### src/swsfd_pkg.sv
package swsfd_pkg;

	localparam int TICKS_PER_US = 80;
	localparam int FRAME_BITS   = 40;
	localparam int TICK_W       = 32;
	localparam int CFG_W        = 10;
	localparam int CFG_IDX_W    = 3;
	localparam int BIT_IDX_W    = 6;
	// Threshold in ticks that the elapsed time must reach: (us + 1) * TICKS_PER_US
	localparam int THR_W = $clog2(((1 << CFG_W) * TICKS_PER_US) + 1);

	typedef enum logic [1:0] {
		REQ_START   = 2'd0,
		REQ_EDGE    = 2'd1,
		REQ_TIMEOUT = 2'd2
	} req_t;

	typedef enum logic [1:0] {
		STS_OK       = 2'd0,
		STS_CHECKSUM = 2'd1,
		STS_TIMEOUT  = 2'd2
	} status_t;

	typedef enum logic [CFG_IDX_W-1:0] {
		CFG_START_HIGH_MIN = 3'd0,
		CFG_START_END_MIN  = 3'd1,
		CFG_BIT_LOW_MIN    = 3'd2,
		CFG_BIT_HIGH_MIN   = 3'd3,
		CFG_ONE_MIN        = 3'd4
	} cfg_idx_t;

	typedef enum logic [4:0] {
		PH_IDLE       = 5'b00001,
		PH_START      = 5'b00010,
		PH_START_HIGH = 5'b00100,
		PH_BIT_LOW    = 5'b01000,
		PH_BIT_HIGH   = 5'b10000
	} phase_t;

	typedef struct packed {
		logic [1:0]        req_type;
		logic [TICK_W-1:0] time_ticks;
		logic              line_level;
	} item_t;

	typedef struct packed {
		logic [THR_W-1:0] start_high;
		logic [THR_W-1:0] start_end;
		logic [THR_W-1:0] bit_low;
		logic [THR_W-1:0] bit_high;
		logic [THR_W-1:0] one;
	} thr_t;

	function automatic logic [THR_W-1:0] thr_of(input logic [CFG_W-1:0] us);
		logic [THR_W-1:0] t;
		t = (THR_W'(us) + THR_W'(1)) * THR_W'(TICKS_PER_US);
		return t;
	endfunction

endpackage

### src/swsfd_cfg.sv
module swsfd_cfg (
	input  logic                                clk,
	input  logic                                arst_n,
	input  logic                                cfg_we,
	input  logic [swsfd_pkg::CFG_IDX_W-1:0]     cfg_index,
	input  logic [swsfd_pkg::CFG_W-1:0]         cfg_data,
	output swsfd_pkg::thr_t                     thr
);

	swsfd_pkg::thr_t                 thr_q;
	logic [swsfd_pkg::THR_W-1:0]     thr_new;

	// Store thresholds in ticks so the datapath needs no divide
	assign thr_new = swsfd_pkg::thr_of(cfg_data);

	always_ff @(posedge clk or negedge arst_n) begin
		if (!arst_n) begin
			thr_q.start_high <= swsfd_pkg::thr_of(swsfd_pkg::CFG_W'(80));
			thr_q.start_end  <= swsfd_pkg::thr_of(swsfd_pkg::CFG_W'(160));
			thr_q.bit_low    <= swsfd_pkg::thr_of(swsfd_pkg::CFG_W'(30));
			thr_q.bit_high   <= swsfd_pkg::thr_of(swsfd_pkg::CFG_W'(10));
			thr_q.one        <= swsfd_pkg::thr_of(swsfd_pkg::CFG_W'(50));
		end else if (cfg_we) begin
			case (cfg_index)
				swsfd_pkg::CFG_START_HIGH_MIN: thr_q.start_high <= thr_new;
				swsfd_pkg::CFG_START_END_MIN:  thr_q.start_end  <= thr_new;
				swsfd_pkg::CFG_BIT_LOW_MIN:    thr_q.bit_low    <= thr_new;
				swsfd_pkg::CFG_BIT_HIGH_MIN:   thr_q.bit_high   <= thr_new;
				swsfd_pkg::CFG_ONE_MIN:        thr_q.one        <= thr_new;
				default: ;
			endcase
		end
	end

	assign thr = thr_q;

endmodule

### src/swsfd_in_stage.sv
module swsfd_in_stage (
	input  logic              clk,
	input  logic              arst_n,
	input  logic              in_valid,
	output logic              in_ready,
	input  swsfd_pkg::item_t  in_item,
	output logic              valid_s1,
	output swsfd_pkg::item_t  item_s1,
	input  logic              take
);

	logic             vld_s1;
	swsfd_pkg::item_t itm_s1;

	assign in_ready = !vld_s1 || take;

	always_ff @(posedge clk or negedge arst_n) begin
		if (!arst_n) begin
			vld_s1 <= 1'b0;
		end else if (in_ready) begin
			vld_s1 <= in_valid;
		end
	end

	always_ff @(posedge clk) begin
		if (in_valid && in_ready) begin
			itm_s1 <= in_item;
		end
	end

	assign valid_s1 = vld_s1;
	assign item_s1  = itm_s1;

endmodule

### src/swsfd_core.sv
module swsfd_core (
	input  logic                       clk,
	input  logic                       arst_n,
	input  swsfd_pkg::thr_t            thr,
	input  logic                       valid_s1,
	input  swsfd_pkg::item_t           item_s1,
	output logic                       take,
	output logic                       out_valid,
	input  logic                       out_ready,
	output logic [1:0]                 status,
	output logic [7:0]                 humidity_whole,
	output logic [7:0]                 humidity_fraction,
	output logic [7:0]                 temperature_whole,
	output logic [7:0]                 temperature_fraction
);

	localparam int FB = swsfd_pkg::FRAME_BITS;
	localparam int TW = swsfd_pkg::TICK_W;

	swsfd_pkg::phase_t                   phase_q, phase_n;
	logic [TW-1:0]                       mark_q, mark_n;
	logic [swsfd_pkg::BIT_IDX_W-1:0]     bit_idx_q, bit_idx_n, bit_idx_inc;
	logic [FB-1:0]                       frame_q, frame_n, frame_sh;
	logic [TW-1:0]                       ticks;
	logic                                pass_sh, pass_se, pass_bl, pass_bh, is_one;
	logic                                res_vld;
	logic [1:0]                          res_sts;
	logic [FB-1:0]                       res_frame;
	logic [7:0]                          sum;
	logic                                out_free;
	logic                                out_vld_q;
	logic [1:0]                          sts_q;
	logic [31:0]                         bytes_q;
	logic                                load;

	// Elapsed ticks, wrapping; "us > min" is the same as "ticks >= (min + 1) * TICKS_PER_US"
	assign ticks   = item_s1.time_ticks - mark_q;
	assign pass_sh = ticks >= TW'(thr.start_high);
	assign pass_se = ticks >= TW'(thr.start_end);
	assign pass_bl = ticks >= TW'(thr.bit_low);
	assign pass_bh = ticks >= TW'(thr.bit_high);
	assign is_one  = ticks >= TW'(thr.one);

	assign frame_sh    = {frame_q[FB-2:0], is_one};
	assign bit_idx_inc = bit_idx_q + 1'b1;
	assign sum = frame_sh[39:32] + frame_sh[31:24] + frame_sh[23:16] + frame_sh[15:8];

	always_comb begin
		phase_n   = phase_q;
		mark_n    = mark_q;
		bit_idx_n = bit_idx_q;
		frame_n   = frame_q;
		res_vld   = 1'b0;
		res_sts   = swsfd_pkg::STS_OK;
		res_frame = frame_sh;
		if (item_s1.req_type == swsfd_pkg::REQ_START) begin
			phase_n = swsfd_pkg::PH_START;
			mark_n  = item_s1.time_ticks;
		end else if (item_s1.req_type == swsfd_pkg::REQ_TIMEOUT) begin
			case (phase_q)
				swsfd_pkg::PH_START, swsfd_pkg::PH_START_HIGH,
				swsfd_pkg::PH_BIT_LOW, swsfd_pkg::PH_BIT_HIGH: begin
					phase_n   = swsfd_pkg::PH_IDLE;
					res_vld   = 1'b1;
					res_sts   = swsfd_pkg::STS_TIMEOUT;
					res_frame = '0;
				end
				default: ;
			endcase
		end else if (item_s1.req_type == swsfd_pkg::REQ_EDGE) begin
			case (phase_q)
				swsfd_pkg::PH_START: begin
					if (item_s1.line_level && pass_sh) begin
						phase_n = swsfd_pkg::PH_START_HIGH;
					end
				end
				swsfd_pkg::PH_START_HIGH: begin
					if (!item_s1.line_level && pass_se) begin
						phase_n   = swsfd_pkg::PH_BIT_LOW;
						mark_n    = item_s1.time_ticks;
						bit_idx_n = '0;
						frame_n   = '0;
					end
				end
				swsfd_pkg::PH_BIT_LOW: begin
					if (item_s1.line_level && pass_bl) begin
						phase_n = swsfd_pkg::PH_BIT_HIGH;
						mark_n  = item_s1.time_ticks;
					end
				end
				swsfd_pkg::PH_BIT_HIGH: begin
					if (!item_s1.line_level && pass_bh) begin
						phase_n   = swsfd_pkg::PH_BIT_LOW;
						mark_n    = item_s1.time_ticks;
						frame_n   = frame_sh;
						bit_idx_n = bit_idx_inc;
						if (bit_idx_inc >= swsfd_pkg::BIT_IDX_W'(FB)) begin
							phase_n = swsfd_pkg::PH_IDLE;
							res_vld = 1'b1;
							res_sts = (sum == frame_sh[7:0]) ? swsfd_pkg::STS_OK
							                                 : swsfd_pkg::STS_CHECKSUM;
						end
					end
				end
				default: ;
			endcase
		end
	end

	// Advance an item unless it has a result and the output slot is still full
	assign out_free = !out_vld_q || out_ready;
	assign take     = valid_s1 && (!res_vld || out_free);
	assign load     = take && res_vld;

	always_ff @(posedge clk or negedge arst_n) begin
		if (!arst_n) begin
			phase_q   <= swsfd_pkg::PH_IDLE;
			mark_q    <= '0;
			bit_idx_q <= '0;
			frame_q   <= '0;
			out_vld_q <= 1'b0;
		end else begin
			if (take) begin
				phase_q   <= phase_n;
				mark_q    <= mark_n;
				bit_idx_q <= bit_idx_n;
				frame_q   <= frame_n;
			end
			if (load) begin
				out_vld_q <= 1'b1;
			end else if (out_ready) begin
				out_vld_q <= 1'b0;
			end
		end
	end

	always_ff @(posedge clk) begin
		if (load) begin
			sts_q   <= res_sts;
			bytes_q <= res_frame[FB-1:8];
		end
	end

	assign out_valid            = out_vld_q;
	assign status               = sts_q;
	assign humidity_whole       = bytes_q[31:24];
	assign humidity_fraction    = bytes_q[23:16];
	assign temperature_whole    = bytes_q[15:8];
	assign temperature_fraction = bytes_q[7:0];

	a_timeout_zero: assert property (@(posedge clk) disable iff (!arst_n)
		out_vld_q && (sts_q == swsfd_pkg::STS_TIMEOUT) |-> (bytes_q == '0))
		else $error("timeout result carries data bytes");

	a_result_to_idle: assert property (@(posedge clk) disable iff (!arst_n)
		load |=> (phase_q == swsfd_pkg::PH_IDLE))
		else $error("decoder not idle after a result");

	a_bit_range: assert property (@(posedge clk) disable iff (!arst_n)
		(phase_q == swsfd_pkg::PH_BIT_LOW || phase_q == swsfd_pkg::PH_BIT_HIGH)
		|-> (bit_idx_q < swsfd_pkg::BIT_IDX_W'(FB)))
		else $error("bit index past frame length while receiving");

	a_no_overwrite: assert property (@(posedge clk) disable iff (!arst_n)
		load |-> (!out_vld_q || out_ready))
		else $error("result register overwritten while held");

endmodule

### src/single_wire_sensor_frame_decoder.sv
// Channel  Signals                                           Transfer
// in       in_valid/in_ready: req_type time_ticks line_level  valid & ready at clk rise
// out      out_valid/out_ready: status humidity_* temp_*       valid & ready at clk rise
// cfg      cfg_we cfg_index cfg_data                           cfg_we at clk rise
//
// One transaction per cycle while no result stalls: each one is registered in the input
// register, then one pass of compare and shift logic updates the decoder state and loads
// the result register, whose contents drive the out channel and out_valid.
// Transactions with no result keep flowing while a result waits; one with a result stalls
// in the input register until the result register is free.
// arst_n clears control state, phase to idle and thresholds to their defaults.
module single_wire_sensor_frame_decoder (
	input  logic                             clk,
	input  logic                             arst_n,
	input  logic                             in_valid,
	output logic                             in_ready,
	input  logic [1:0]                       req_type,
	input  logic [swsfd_pkg::TICK_W-1:0]     time_ticks,
	input  logic                             line_level,
	output logic                             out_valid,
	input  logic                             out_ready,
	output logic [1:0]                       status,
	output logic [7:0]                       humidity_whole,
	output logic [7:0]                       humidity_fraction,
	output logic [7:0]                       temperature_whole,
	output logic [7:0]                       temperature_fraction,
	input  logic                             cfg_we,
	input  logic [swsfd_pkg::CFG_IDX_W-1:0]  cfg_index,
	input  logic [swsfd_pkg::CFG_W-1:0]      cfg_data
);

	swsfd_pkg::thr_t  thr;
	swsfd_pkg::item_t in_item;
	swsfd_pkg::item_t item_s1;
	logic             valid_s1;
	logic             take;

	assign in_item.req_type   = req_type;
	assign in_item.time_ticks = time_ticks;
	assign in_item.line_level = line_level;

	swsfd_cfg u_cfg (
		.clk       (clk),
		.arst_n    (arst_n),
		.cfg_we    (cfg_we),
		.cfg_index (cfg_index),
		.cfg_data  (cfg_data),
		.thr       (thr)
	);

	swsfd_in_stage u_in (
		.clk      (clk),
		.arst_n   (arst_n),
		.in_valid (in_valid),
		.in_ready (in_ready),
		.in_item  (in_item),
		.valid_s1 (valid_s1),
		.item_s1  (item_s1),
		.take     (take)
	);

	swsfd_core u_core (
		.clk                  (clk),
		.arst_n               (arst_n),
		.thr                  (thr),
		.valid_s1             (valid_s1),
		.item_s1              (item_s1),
		.take                 (take),
		.out_valid            (out_valid),
		.out_ready            (out_ready),
		.status               (status),
		.humidity_whole       (humidity_whole),
		.humidity_fraction    (humidity_fraction),
		.temperature_whole    (temperature_whole),
		.temperature_fraction (temperature_fraction)
	);

endmodule

### config.mk
export PLATFORM = sky130hd
export DESIGN_NAME = single_wire_sensor_frame_decoder
export DESIGN_NICKNAME = d
export VERILOG_FILES = /design/src/swsfd_pkg.sv /design/src/swsfd_cfg.sv /design/src/swsfd_in_stage.sv /design/src/swsfd_core.sv /design/src/single_wire_sensor_frame_decoder.sv
export SDC_FILE = /design/constraint.sdc
export NUM_CORES = 1
export LEC_CHECK = 0
export ABC_AREA = 1
export BUFFER_PORTS_ARGS = -buffer_cell sky130_fd_sc_hd__buf_2
export CORE_MARGIN = 2
export CORE_UTILIZATION = 38
export DETAILED_ROUTE_END_ITERATION = 10
export PLACE_DENSITY = 0.59
export SLEW_MARGIN = 20
export SYNTH_ARGS = -nofsm -noshare
export SYNTH_HDL_FRONTEND = slang
export SYNTH_SLANG_ARGS = --single-unit
### constraint.sdc
create_clock -name clk -period 4.45 [get_ports clk]
set_input_delay 0.2225 -clock clk [delete_from_list [all_inputs] [get_ports clk]]
set_output_delay 0.2225 -clock clk [all_outputs]
set_load 0.05 [all_outputs]
# --- Word level (Yosys, flattened, before mapping) ---
# Cells that the tools add are included.
# Widths: inputs -> output; s select.
totals:
  elab_cells: 126
  output_inout_bits: 36
  regBits: 218
op_classes:
  n_lt_le_gt_ge: 6
  addsub: 6
  eq_ne: 22
  multipliers: 1
  bitwise: 2
  reduce_logical: 31
  mux: 42
ops:
  columns: ["cell", "n"]
  rows:
  - ["$mux 32", 6]
  - ["$ge 32x17->1", 5]
  - ["$mux 40", 3]
  - ["$pmux 32 s3", 1]
  - ["$mux 39", 2]
  - ["$pmux 39 s2", 1]
  - ["$mux 5", 8]
  - ["$sub 32x32->32", 1]
  - ["$add 8x8->8", 3]
  - ["$pmux 5 s4", 1]
  - ["$mul 17x3->13 const B", 1]
  - ["$ne 4x1->1 const B", 4]
  - ["$reduce_and 7->1", 2]
  - ["$mux 2", 6]
  - ["$mux 6", 2]
  - ["$pmux 6 s2", 1]
  - ["$add 10x1->11 const B", 1]
  - ["$mux 1", 10]
  - ["$reduce_and 2->1", 5]
  - ["$ne 3x1->1 const B", 3]
  - ["$eq 8x8->1", 1]
  - ["$reduce_and 8->1", 1]
  - ["$logic_and 1x1->1", 7]
  - ["$add 6x1->6 const B", 1]
  - ["other kinds (23)", 34]

# --- Longest topological paths before layout ---
# Gate-level depths: netlist (run 1).
depth:
  depth_word: 13
  mapped_depth: 29
  ltp_nobuf: 28

# --- Cells and area by module ---
# Synthesis (run 1) repeated with hierarchy kept, for this count alone.
unflattened:
  cells_unflattened: 1946
  hier_area_um2: 14850.5
by_module_without_submodules:
  columns: ["module", "seq_area_each_um2", "cells_each", "instances", "area_each_um2"]
  rows:
  - ["swsfd_core", 3099.2, 1518, 1, 10383.7]
  - ["swsfd_cfg", 1661.6, 387, 1, 3370.7]
  - ["swsfd_in_stage", 1076.0, 41, 1, 1096.1]

# --- Worst setup path after synthesis (run 1) ---
# Ideal clock, no wire load.
synth_path:
  kind: "reg2reg"
  start: "register u_in.itm_s1 (netlist bit u_in.item_s1[1])"
  end: "register u_in.itm_s1 (netlist bit u_in.item_s1[0]), enable pin"
  path_slack_ns: 0.022
  period_less_slack_ns: 4.428
  required_ns: 4.060
  arrival_ns: 4.039
  path_stages_with_launch: 24
  path_buffers: 0
  path_cell_list: "edfxtp_1 inv_1 ha_1 fa_1 inv_1 nand2_1 nand3_1 nand2_1 nand2_1 xor2_1 ha_1 nand2_1 nor2_1 a211oi_1 nand2_1 nor2_1 nand2_1 a21oi_1 nand3_1 nand3_2 nand2_2 nand3_1 nand2_1 inv_1"
synth_between:
  elab_chain_cells: 13
synth_lines:
  columns: ["item", "line", "rtl"]
  rows:
  - ["start, declared", "swsfd_in_stage.sv:13", "swsfd_pkg::item_t itm_s1;"]
  - ["start signal, assigned", "swsfd_in_stage.sv:27", "itm_s1 <= in_item;"]
  - ["$sub 32x32->32", "swsfd_core.sv:37", "assign ticks = item_s1.time_ticks - mark_q;"]
  - ["$ge 32x17->1", "swsfd_core.sv:41", "assign pass_bh = ticks >= TW'(thr.bit_high);"]
  - ["$logic_and 1x1->1", "swsfd_core.sv:92", "if (!item_s1.line_level && pass_bh) begin"]
  - ["$mux 1", "swsfd_core.sv:92", null]
  - ["$mux 1", "swsfd_core.sv:71", "case (phase_q)"]
  - ["$mux 1", "swsfd_core.sv:70", "end else if (item_s1.req_type == swsfd_pkg::REQ_EDGE) begin"]
  - ["$mux 1", "swsfd_core.sv:59", "end else if (item_s1.req_type == swsfd_pkg::REQ_TIMEOUT) begin"]
  - ["$mux 1", "swsfd_core.sv:56", "if (item_s1.req_type == swsfd_pkg::REQ_START) begin"]
  - ["$logic_not 1->1", "swsfd_core.sv:112", "assign take = valid_s1 && (!res_vld || out_free);"]
  - ["$logic_or 1x1->1", "swsfd_core.sv:112", null]
  - ["$logic_and 1x1->1", "swsfd_core.sv:112", null]
  - ["$logic_or 1x1->1", "swsfd_in_stage.sv:15", "assign in_ready = !vld_s1 || take;"]
  - ["net in_ready", "single_wire_sensor_frame_decoder.sv:16", "output logic in_ready,"]
  - ["$logic_and 1x1->1", "swsfd_in_stage.sv:26", "if (in_valid && in_ready) begin"]
# The timed path passes the listed nets, and every way through them passes these cells.
# A chain may end at the register's enable or synchronous reset.

# --- Worst setup path after layout (run 1) ---
layout_path:
  start: "register u_in.itm_s1 (netlist bit u_in.item_s1[3])"
  end: "output port in_ready"
layout_between:
  elab_chain_cells: 12
layout_lines:
  columns: ["item", "line"]
  rows:
  - ["$sub 32x32->32", "swsfd_core.sv:37"]
  - ["$ge 32x17->1", "swsfd_core.sv:41"]
  - ["$logic_and 1x1->1", "swsfd_core.sv:92"]
  - ["$mux 1", "swsfd_core.sv:92"]
  - ["$mux 1", "swsfd_core.sv:71"]
  - ["$mux 1", "swsfd_core.sv:70"]
  - ["$mux 1", "swsfd_core.sv:59"]
  - ["$mux 1", "swsfd_core.sv:56"]
  - ["$logic_not 1->1", "swsfd_core.sv:112"]
  - ["$logic_or 1x1->1", "swsfd_core.sv:112"]
  - ["$logic_and 1x1->1", "swsfd_core.sv:112"]
  - ["$logic_or 1x1->1", "swsfd_in_stage.sv:15"]
  - ["end, declared", "single_wire_sensor_frame_decoder.sv:16"]
# No other way between the ends.

==> flow_summary_export.csv, run 1 <==
group,metric,value,unit
setup_path,cp-end-kind,"primary output",
yosys,synth-edff-count,69,
global_route,grt_pass1_vias,11680,
layout,layout-drive-gt1-share,11.78,%
flow_run,drv_cap,0,
cts,cts-root-buf,"clkbuf_16",
floorplanning,start_util,38.69,%
yosys,synth_cells,1846,
routing,routed.top_layer,"met4",
timing,relSlewSlack,32.63,%
routing,vias,11760,
setup_path,critical_path.max_fanout,6,
floorplanning,coreArea,0.03679,sq mm
setup_path,path_common_cell,"nand2_1",
global_route,antenna_found_initial,0,
timing,finClkSkew,0.007906,ns
yosys,synth_area_leader_cell,"dfrtp_1",
global_route,grt.overflow.total,0,
yosys,ys_async_sr_fraction,68.35,%
setup_path,arrival,3.89,ns
layout,multi_input_comb_area,0.007083,sq mm
global_route,grt_pass1_wl,58440,um
layout,fillers,3689,
setup_path,crit_required,4.23,ns
floorplanning,die_w,197.5,um
place,hpwl,26140,um
timing,slew_violations,0,
global_route,gr-usage-all-layers,18.49,%
cts,cts_sinks,218,
yosys,synth_top_area_share,21.10,%
setup_path,criticalPathCategory,"reg -> out",
yosys,postSynthAreaPerCell,7.711,sq um
timing,timing_hold_violations_final,0,
routing,drt-total-wl,34810,um
yosys,ys.flop_type,"dfrtp_1",
floorplanning,die-area,0.03902,sq mm
yosys,postSynthNetCount,2039,
routing,drc,0,
yosys,synth-seq-cells,218,
status,outcome,"finished, final reports clean",
layout,fin_nets,2185,
routing,wl_per_cell,14.03,um
place,numPlacedInstances,2391,
timing,tightest_slew,1.008,ns
cts,cts_tree,"yes",
place,gp_congestion,0.8934,
layout,areaGrowthSynthToFinish,17.62,%
routing,wl_met2,16350,um
hold_path,hp-class,"in -> reg",
timing,min_period_over_period,92.51,%
timing,fin_crit,4.117,ns
layout,finalNonFillerCells,2480,
routing,firstDrtPassIters,8,
timing,fin_setup_tns,0,ns
timing,fmax,242.9,MHz
cts,clock_latency,0.54,ns
floorplanning,die_h,197.5,um
cts,clk_path_buf_depth,3,
routing,viasPerCell,4.740,
setup_path,max_stage_delay,0.46,ns
setup_path,slowest_stage,"edfxtp_1",
cts,cts_buffers,26,
yosys,yosysUniqueCellTypes,43,
routing,drtIter0Drc,712,
cts,cts.clk_slew.worst_paths,0.06,ns
setup_path,cp-start-kind,"flop",
power,total_power,10.13,mW
floorplanning,core.rowCount,70,
power,leakagePower,8.685,nW
global_route,grt_max_degree,76,
place,numPortBuffers,88,
layout,antennaDiodeCount,0,
floorplanning,pin_count,89,
routing,wl_met1,16220,um
yosys,syn_area,0.01423,sq mm
routing,met3WireLength,1209,um
layout,regArea,0.005837,sq mm
timing,setup-violations-final,0,
yosys,yosysWarnings,0,
timing,whs,0.1234,ns
cts,h-tree-depth,1,
yosys,seq_area_frac_synth,41.01,%
setup_path,crit_chain,"ha_4 -> nand2_1 -> nand2_1 -> inv_1 -> nand2_2 -> nand2_1 -> nand2_2 -> xor2_2 -> ha_1 -> nand2_1 -> inv_1 -> nand2_1 -> nor2_1 -> a211oi_1 -> a21oi_1 -> nor2_1 -> nand2_1 -> a21oi_1 -> nand3_1 -> nand3_2 -> nand2_2 -> nand3_2 -> buf_6",
yosys,synth_area_leaders,"dfrtp_1 (21%), nand2_1 (15%), edfxtp_1 (15%), ha_1 (11%), inv_1 (8.6%)",
power,power_density,605.1,mW/mm^2
power,peakVddDrop,0.0004078,V
routing,antenna_left,0,
## logic make-up after synthesis
group           share of synthesized area, %
simple gates                           27.07
compound gates                         5.802
buf+inv                                10.20
flops                                  41.01
xor+xnor                               2.769
fa+ha+maj                              13.15
## Yosys cell counts, types with 7 or more instances
cell type	instances
nand2_1	575
fa_1	16
xor2_1	31
buf_6	7
o21ai_0	73
nor2_1	133
nor2_2	11
nor3_1	16
nand4_1	19
a21oi_1	57
xnor2_1	14
dfstp_2	29
clkbuf_1	18
edfxtp_1	69
ha_1	124
and2_1	7
dfrtp_1	120
inv_1	326
nand3_1	141
## worst max-delay path, delay by kind of cell (launching register included)
family,cells,cell delay (ns)
buffers and inverters,3,0.27
adder cells (fa/ha/maj),2,0.65
XOR/XNOR,1,0.29
AO/OA/AOI/OAI,3,0.47
AND/OR/NAND/NOR,14,1.20
flip-flops,1,0.46
## final timing paths
kind / from / end / slack, ns / depth (start not counted)
max reg2reg: u_in.item_s1[3]$_DFFE_PP_ / u_core.bytes_q[2]$_DFFE_PP_ / 0.39 / 27
max: u_in.item_s1[3]$_DFFE_PP_ / in_ready / 0.33 / 23
min: cfg_index[1] / u_cfg.thr[60]$_DFFE_PN1P_ / 0.12 / 5
min in group asynchronous: arst_n / u_core.mark_q[23]$_DFFE_PN0P_ / 0.29 / 2
min reg2reg: u_core.mark_q[23]$_DFFE_PN0P_ / u_core.mark_q[23]$_DFFE_PN0P_ / 0.47 / 2
max in group asynchronous: arst_n / u_cfg.thr[10]$_DFFE_PN1P_ / 3.15 / 3
## power by group
group          total [mW]  switching, mW  leakage (nW)  internal (mW)
logic                5.35           3.39          5.72           1.96
registers            2.66          0.174          2.55           2.48
clock network        2.12          0.845         0.415           1.27
total                10.1           4.41          8.68           5.72
## what timing repair did
| action | 4_1_cts | 5_1_grt |
|---|---|---|
| setup buffers | 0 | 1 |
| endpoints found under the hold margin | 111 | 0 |
| hold buffers | 39 | 0 |
| pin swaps | 0 | 2 |
| gates resized for setup | 2 | 28 |
| gates cloned | 0 | 1 |
| endpoints found under the setup margin | 1 | 95 |
## placed cells by master, fill, tap and decap left out, types with 28 or more instances in the layout
cell type and count:
a21oi_1 56, nor2_1 131, nand2_1 573, dfstp_2 29, dfrtp_1 120, buf_2 86
o21ai_0 73, ha_1 115, clkbuf_16 28, inv_1 325, edfxtp_1 69, dlygate4sd3_1 39
nand3_1 138
## per-stage QoR
stage	cell area, sq um	utilization [%]	setup WS, ns
floorplan	14230	-	0.02180
global placement	15320	41.65	0.2198
detailed placement	15320	41.65	0.2243
CTS	16590	45.09	0.005453
global route	16740	45.51	-0.02976
finish	16740	45.51	0.3334
## sequential cells by signal (all words and copies together) (netlist names)
register / flops
u_core.frame_q: 39
u_core.mark_q: 32
u_core.bit_idx_q: 6
u_core.bytes_q: 32
u_in.item_s1: 35
u_core.phase_q: 5
u_cfg.thr: 65
u_core.out_valid: 1
u_in.valid_s1: 1
u_core.status: 2
## routing by layer
metal / global-route usage, % / up-vias
li1: - / 6089
met1: 24.36 / 5419
met2: 31.74 / 187
met3: 2.459 / 61
met4: 5.347 / 0
met5: 0 / -
## cell type report
| type | count | share of cell area [%] |
|---|---|---|
| clock inverter | 12 | 0.7249 |
| multi-input combinational | 1262 | 42.31 |
| sequential | 218 | 34.86 |
| inverter | 331 | 7.436 |
| tap | 468 | 3.498 |
| timing repair buffer | 153 | 6.756 |
| clock buffer | 36 | 4.417 |
Note: power is estimated with default switching activity, not from simulation.
==> run 2: changes to the inputs <==
PLACE_DENSITY = 0.57   (was 0.59)
clock period = 5 ns   (was 4.45 ns; I/O delays follow)
==> flow_summary_export.csv, run 2 (same netlist as run 1, synthesis figures left out) <==
group,metric,value,unit
cts,clk_path_buf_depth,3,
timing,timing_hold_violations_final,0,
setup_path,slowest_stage,"edfxtp_1",
layout,areaGrowthSynthToFinish,16.01,%
floorplanning,die-area,0.03902,sq mm
global_route,antenna_found_initial,0,
cts,cts_sinks,218,
routing,wl_per_cell,14.08,um
setup_path,critical_path.max_fanout,5,
layout,fillers,3711,
setup_path,cp-start-kind,"flop",
cts,clock_latency,0.55,ns
cts,post_cts_resized,0,
floorplanning,coreArea,0.03679,sq mm
timing,relSlewSlack,49.95,%
routing,antenna_left,0,
timing,finClkSkew,0.01790,ns
hold_path,hp-class,"in -> reg",
cts,cts-root-buf,"clkbuf_16",
layout,antennaDiodeCount,0,
setup_path,crit_chain,"ha_1 -> nand2_1 -> nor2_1 -> nand2_1 -> inv_1 -> nand2_1 -> nand2_1 -> xor2_1 -> buf_4 -> ha_1 -> a21oi_1 -> nor2_1 -> a211oi_1 -> nand2_1 -> nor2_1 -> nand2_1 -> a21oi_1 -> nand3_1 -> nand3_2 -> nand2_2 -> nand3_1 -> buf_2",
power,power_density,537.2,mW/mm^2
routing,drt-total-wl,34830,um
layout,design_area,0.01651,sq mm
cts,post_cts_buffers,0,
setup_path,path_common_cell,"nand2_1",
timing,fmax,218.2,MHz
place,hpwl,26250,um
layout,regArea,0.005837,sq mm
cts,cts_tree,"yes",
cts,cts_buffers,26,
setup_path,arrival,4.33,ns
floorplanning,pin_count,89,
floorplanning,core.rowCount,70,
setup_path,criticalPathCategory,"reg -> out",
place,dpl_cell_area,0.01524,sq mm
setup_path,crit_required,4.75,ns
routing,firstDrtPassIters,5,
setup_path,cpLargestDelayFamily,"simple AND/OR/NAND/NOR gates",
timing,rsz0062_at_grt,"false",
timing,setup-violations-final,0,
routing,viasPerCell,4.733,
cts,h-tree-depth,1,
layout,layout_commonest_cell,"nand2_1",
place,numPortBuffers,88,
global_route,grt_max_degree,58,
power,total_power,8.871,mW
cts,cts.clk_slew.worst_paths,0.06,ns
setup_path,max_stage_delay,0.40,ns
power,leakagePower,8.644,nW
flow_run,drv_cap,0,
layout,layout-drive-gt1-share,10.47,%
timing,fin_crit,4.583,ns
status,outcome,"finished, final reports clean",
layout,multi_input_comb_area,0.006960,sq mm
global_route,gr-usage-all-layers,18.45,%
floorplanning,die_w,197.5,um
routing,drc,0,
routing,drtIter0Drc,768,
setup_path,cp-end-kind,"primary output",
power,peakVddDrop,0.0002935,V
global_route,grt.overflow.total,0,
layout,fin_nets,2179,
timing,fin_setup_tns,0,ns
layout,final_util,44.89,%
floorplanning,start_util,38.69,%
layout,layout_common_cells,"nand2_1 (575), inv_1 (326), nand3_1 (140)",
routing,vias,11710,
layout,largest_register_ffs,65,
timing,min_period_over_period,91.67,%
timing,tightest_slew,0.7439,ns
timing,slew_violations,0,
place,gp_congestion,0.9734,
setup_path,path_buf_inv,3,
global_route,grt_pass1_vias,11420,
global_route,grt_pass1_wl,57620,um
floorplanning,die_h,197.5,um
## run 2: cell types whose count changed in the layout (fill, tap and decap cells not counted), moves of 3 or more
| cell | change |
|---|---|
| buf_12 | -4 |
| ha_2 | -6 |
| ha_4 | -3 |
| xor2_2 | -6 |
| clkinv_2 | +3 |
| ha_1 | +9 |
| xor2_1 | +6 |
## run 2: final timing paths
path / startpoint / slack, ns / cells after the start / end
worst max-delay path: u_in.item_s1[9]$_DFFE_PP_ / 0.42 / 22 / in_ready
min in group asynchronous: arst_n / 0.21 / 2 / u_core.mark_q[31]$_DFFE_PN0P_
worst max register to register: u_in.item_s1[9]$_DFFE_PP_ / 0.56 / 26 / u_core.mark_q[27]$_DFFE_PN0P_
worst min register to register: u_core.mark_q[26]$_DFFE_PN0P_ / 0.47 / 2 / u_core.mark_q[26]$_DFFE_PN0P_
worst min-delay path: cfg_index[1] / 0.08 / 4 / u_cfg.thr[57]$_DFFE_PN1P_
max in group asynchronous: arst_n / 3.67 / 3 / u_core.frame_q[12]$_DFFE_PN0P_
## run 2: worst reg2reg max path, cell delays in order (launching register included)
cell and delay, ns:
edfxtp_1 0.40, ha_1 0.40, nand2_1 0.13, nor2_1 0.29, nand2_1 0.12, inv_1 0.07
nand2_1 0.05, nand2_1 0.14, xor2_1 0.20, buf_4 0.18, ha_1 0.24, a21oi_1 0.16
nor2_1 0.06, a211oi_1 0.18, nand2_1 0.08, nor2_1 0.10, nand2_1 0.06, a21oi_1 0.13
nand3_1 0.14, nand3_2 0.11, nand2_2 0.07, nand2_2 0.09, nand2_4 0.09, nor2_4 0.13
nand2_2 0.40, nand2_1 0.21, nand2_1 0.08
## run 2: report_power, final
group          switching (mW)  internal [mW]
logic                    2.95           1.63
registers               0.156           2.21
clock network           0.757           1.17
## run 2: what timing repair did
| item | 4_1_cts | 5_1_grt |
|---|---|---|
| hold endpoints to repair | 86 | 0 |
| setup endpoints to repair | 0 | 0 |
| hold buffers | 39 | 0 |
## run 2: layout make-up
class | instances | area share (%)
multi-input combinational | 1262 | 42.15
sequential | 218 | 35.35
inverter | 331 | 7.540
timing repair buffer | 147 | 6.130
clock buffer | 35 | 4.387
tap | 468 | 3.546
clock inverter | 13 | 0.8941
## run 2: per-stage QoR
| step | setup WS (ns) | hold slack, ns | cells |
|---|---|---|---|
| after global routing | 0.06500 | 0.08390 | 2474 |
| after detailed placement | 0.5966 | 0.2321 | 2387 |
| after floorplan | 0.5718 | -0.04559 | 1846 |
| final | 0.4165 | 0.07739 | 2474 |
| after CTS | 0.3690 | 0.1219 | 2474 |
| after global placement | 0.6597 | 0.2282 | 2387 |
## run 2: layer usage
metal	GRT usage, %	vias up	share of wire, %
met3	2.322	56	2.9
li1	-	6094	-
met4	5.124	0	2.8
met5	0	-	0
met2	31.22	162	47
met1	24.86	5397	47
==> run 3: changes to the inputs <==
CELL_PAD_IN_SITES_DETAIL_PLACEMENT = 0   (was unset)
CELL_PAD_IN_SITES_GLOBAL_PLACEMENT = 2   (was unset)
PLACE_DENSITY = 0.82   (was 0.57)
==> flow_summary_export.csv, run 3 (same netlist as run 1, synthesis figures left out) <==
group,metric,value,unit
status,outcome,"finished, final reports clean",
cts,clock_latency,0.57,ns
cts,cts-root-buf,"clkbuf_16",
layout,final_util,45.32,%
cts,cts_buffers,26,
place,hpwl,28240,um
layout,areaGrowthSynthToFinish,17.12,%
setup_path,crit_chain,"ha_1 -> nand2_1 -> nor2_1 -> nand2_1 -> nand2_2 -> xor2_1 -> buf_4 -> ha_1 -> nand2_1 -> inv_1 -> nand2_1 -> nor2_1 -> a211oi_1 -> a21oi_1 -> nor2_1 -> nand2_1 -> a21oi_1 -> nand3_1 -> nand3_2 -> nand2_2 -> nand3_1 -> buf_2",
setup_path,slowest_stage,"edfxtp_1",
power,total_power,9.210,mW
cts,post_cts_buffers,0,
setup_path,r2r-start,"u_in.item_s1[4]$_DFFE_PP_",
global_route,grt_pass1_wl,62250,um
timing,timing_hold_violations_final,0,
layout,layout_commonest_cell,"nand2_1",
routing,viasPerCell,4.761,
setup_path,critPathCapture,"in_ready",
hold_path,hp-class,"in -> reg",
routing,antenna_left,0,
layout,fillers,3779,
global_route,gr-usage-all-layers,20.12,%
floorplanning,die_h,197.5,um
routing,vias,11790,
layout,multi_input_comb_area,0.006973,sq mm
hold_path,hp-start,"cfg_index[1]",
floorplanning,pin_count,89,
timing,tightest_slew,0.8192,ns
routing,wl_per_cell,15.27,um
routing,firstDrtPassIters,5,
cts,h-tree-depth,1,
layout,largest_register_ffs,65,
power,pwr-share-comb,50.5,%
place,dpl_cell_area,0.01525,sq mm
floorplanning,core.rowCount,70,
setup_path,r2r_end,"u_core.mark_q[9]$_DFFE_PN0P_",
power,power_switching,3.981,mW
global_route,grt_pass1_vias,11880,
global_route,grt_max_degree,80,
layout,antennaDiodeCount,0,
place,gp_congestion,0.8698,
layout,layout-drive-gt1-share,10.81,%
cts,clk_path_buf_depth,3,
timing,fmax,215.5,MHz
timing,setup-violations-final,0,
setup_path,critical_path.max_fanout,5,
floorplanning,die_w,197.5,um
global_route,grt.overflow.total,0,
timing,finClkSkew,0.01095,ns
setup_path,reg2reg_slack,0.56,ns
timing,rsz0062_at_grt,"false",
timing,fin_crit,4.640,ns
power,leakagePower,8.700,nW
setup_path,cp-start-kind,"flop",
power,internal_power,5.229,mW
cts,cts.clk_slew.worst_paths,0.06,ns
setup_path,criticalPathCategory,"reg -> out",
floorplanning,die-area,0.03902,sq mm
timing,relSlewSlack,45.39,%
power,seqPwrFrac,25.7,%
layout,design_area,0.01667,sq mm
flow_run,drv_cap,0,
cts,cts_sinks,218,
setup_path,crit_start,"u_in.item_s1[4]$_DFFE_PP_",
setup_path,cp.depth,22,
setup_path,path_common_cell,"nand2_1",
timing,slew_violations,0,
place,numPortBuffers,88,
setup_path,crit_required,4.75,ns
cts,cts_tree,"yes",
power,peakVddDrop,0.0002831,V
power,p_clk_share,23.8,%
routing,drtIter0Drc,540,
setup_path,r2r_cells,26,
setup_path,max_stage_delay,0.41,ns
floorplanning,coreArea,0.03679,sq mm
layout,regArea,0.005837,sq mm
setup_path,path_buf_inv,3,
setup_path,cp-end-kind,"primary output",
layout,fin_nets,2181,
global_route,antenna_found_initial,0,
timing,fin_setup_tns,0,ns
power,swShare,43.22,%
setup_path,arrival,4.39,ns
floorplanning,start_util,38.69,%
routing,drc,0,
setup_path,cpLargestDelayFamily,"simple AND/OR/NAND/NOR gates",
power,power_density,552.5,mW/mm^2
timing,min_period_over_period,92.81,%
timing,whs,0.1166,ns
layout,layout_common_cells,"nand2_1 (575), inv_1 (326), nand3_1 (141)",
routing,drt-total-wl,37800,um
run 3: changes by cell type in the layout (fill, tap and decap cells not counted), sizes merged:
cell / delta
clkinv: -2
clkinvlp: +3
buf: +2
bufinv: +4
inv: +1
clkbuf: -6
run 3: cell type report:
type,instances,area share [%]
Clock buffer,29,4.158
Clock inverter,19,1.861
Inverter,331,7.468
Multi-Input combinational cell,1262,41.83
Sequential cell,218,35.01
Tap cell,468,3.512
Timing Repair Buffer,149,6.162
run 3: metrics by stage:
step,cells,worst slack [ns]
3_5_place_dp,2389,0.4993
6_report,2476,0.3596
5_1_grt,2476,0.001330
4_1_cts,2476,0.1973
2_1_floorplan,1846,0.5718
3_3_place_gp,2389,0.5117
run 3: worst min path at each step:
stage                                        end  slack (ns)  depth (start not counted)
floorplan              u_cfg.thr[12]$_DFFE_PN0P_       -0.05                          0
global placement    u_core.mark_q[3]$_DFFE_PN0P_        0.37                          1
detailed placement  u_core.mark_q[2]$_DFFE_PN0P_        0.39                          1
CTS                    u_cfg.thr[60]$_DFFE_PN1P_        0.10                          5
global route           u_cfg.thr[39]$_DFFE_PN1P_        0.16                          4
finish                 u_cfg.thr[60]$_DFFE_PN1P_        0.12                          5
run 3: layer usage:
layer | GRT usage, % | share of wire (%) | vias up
li1 | - | - | 6094
met1 | 26.74 | 46 | 5496
met2 | 35.05 | 49 | 149
met3 | 2.373 | 3.0 | 49
met4 | 4.595 | 2.2 | 0
met5 | 0 | 0 | -
run 3: power by group through the flow:
stage | clock network [mW] | logic (mW) | registers [mW]
3_3_place_gp | 0 | 4.55 | 2.39
3_5_place_dp | 0 | 4.63 | 2.39
6_report | 2.20 | 4.65 | 2.36
2_1_floorplan | 0 | 3.18 | 2.42
4_1_cts | 2.26 | 4.68 | 2.36
5_1_grt | 2.33 | 5.38 | 2.40
run 3: timing repair:
item                                   4_1_cts  5_1_grt
setup endpoints to repair                    0        2
gates resized for setup                      0        3
hold buffers                                39        0
endpoints found under the hold margin       92        0
run 3: tightest hold or removal path, cell delays in order:
cell	delay [ns]
buf_2	0.10
nor3_1	0.05
buf_4	0.16
nand2_1	0.05
o21ai_0	0.07
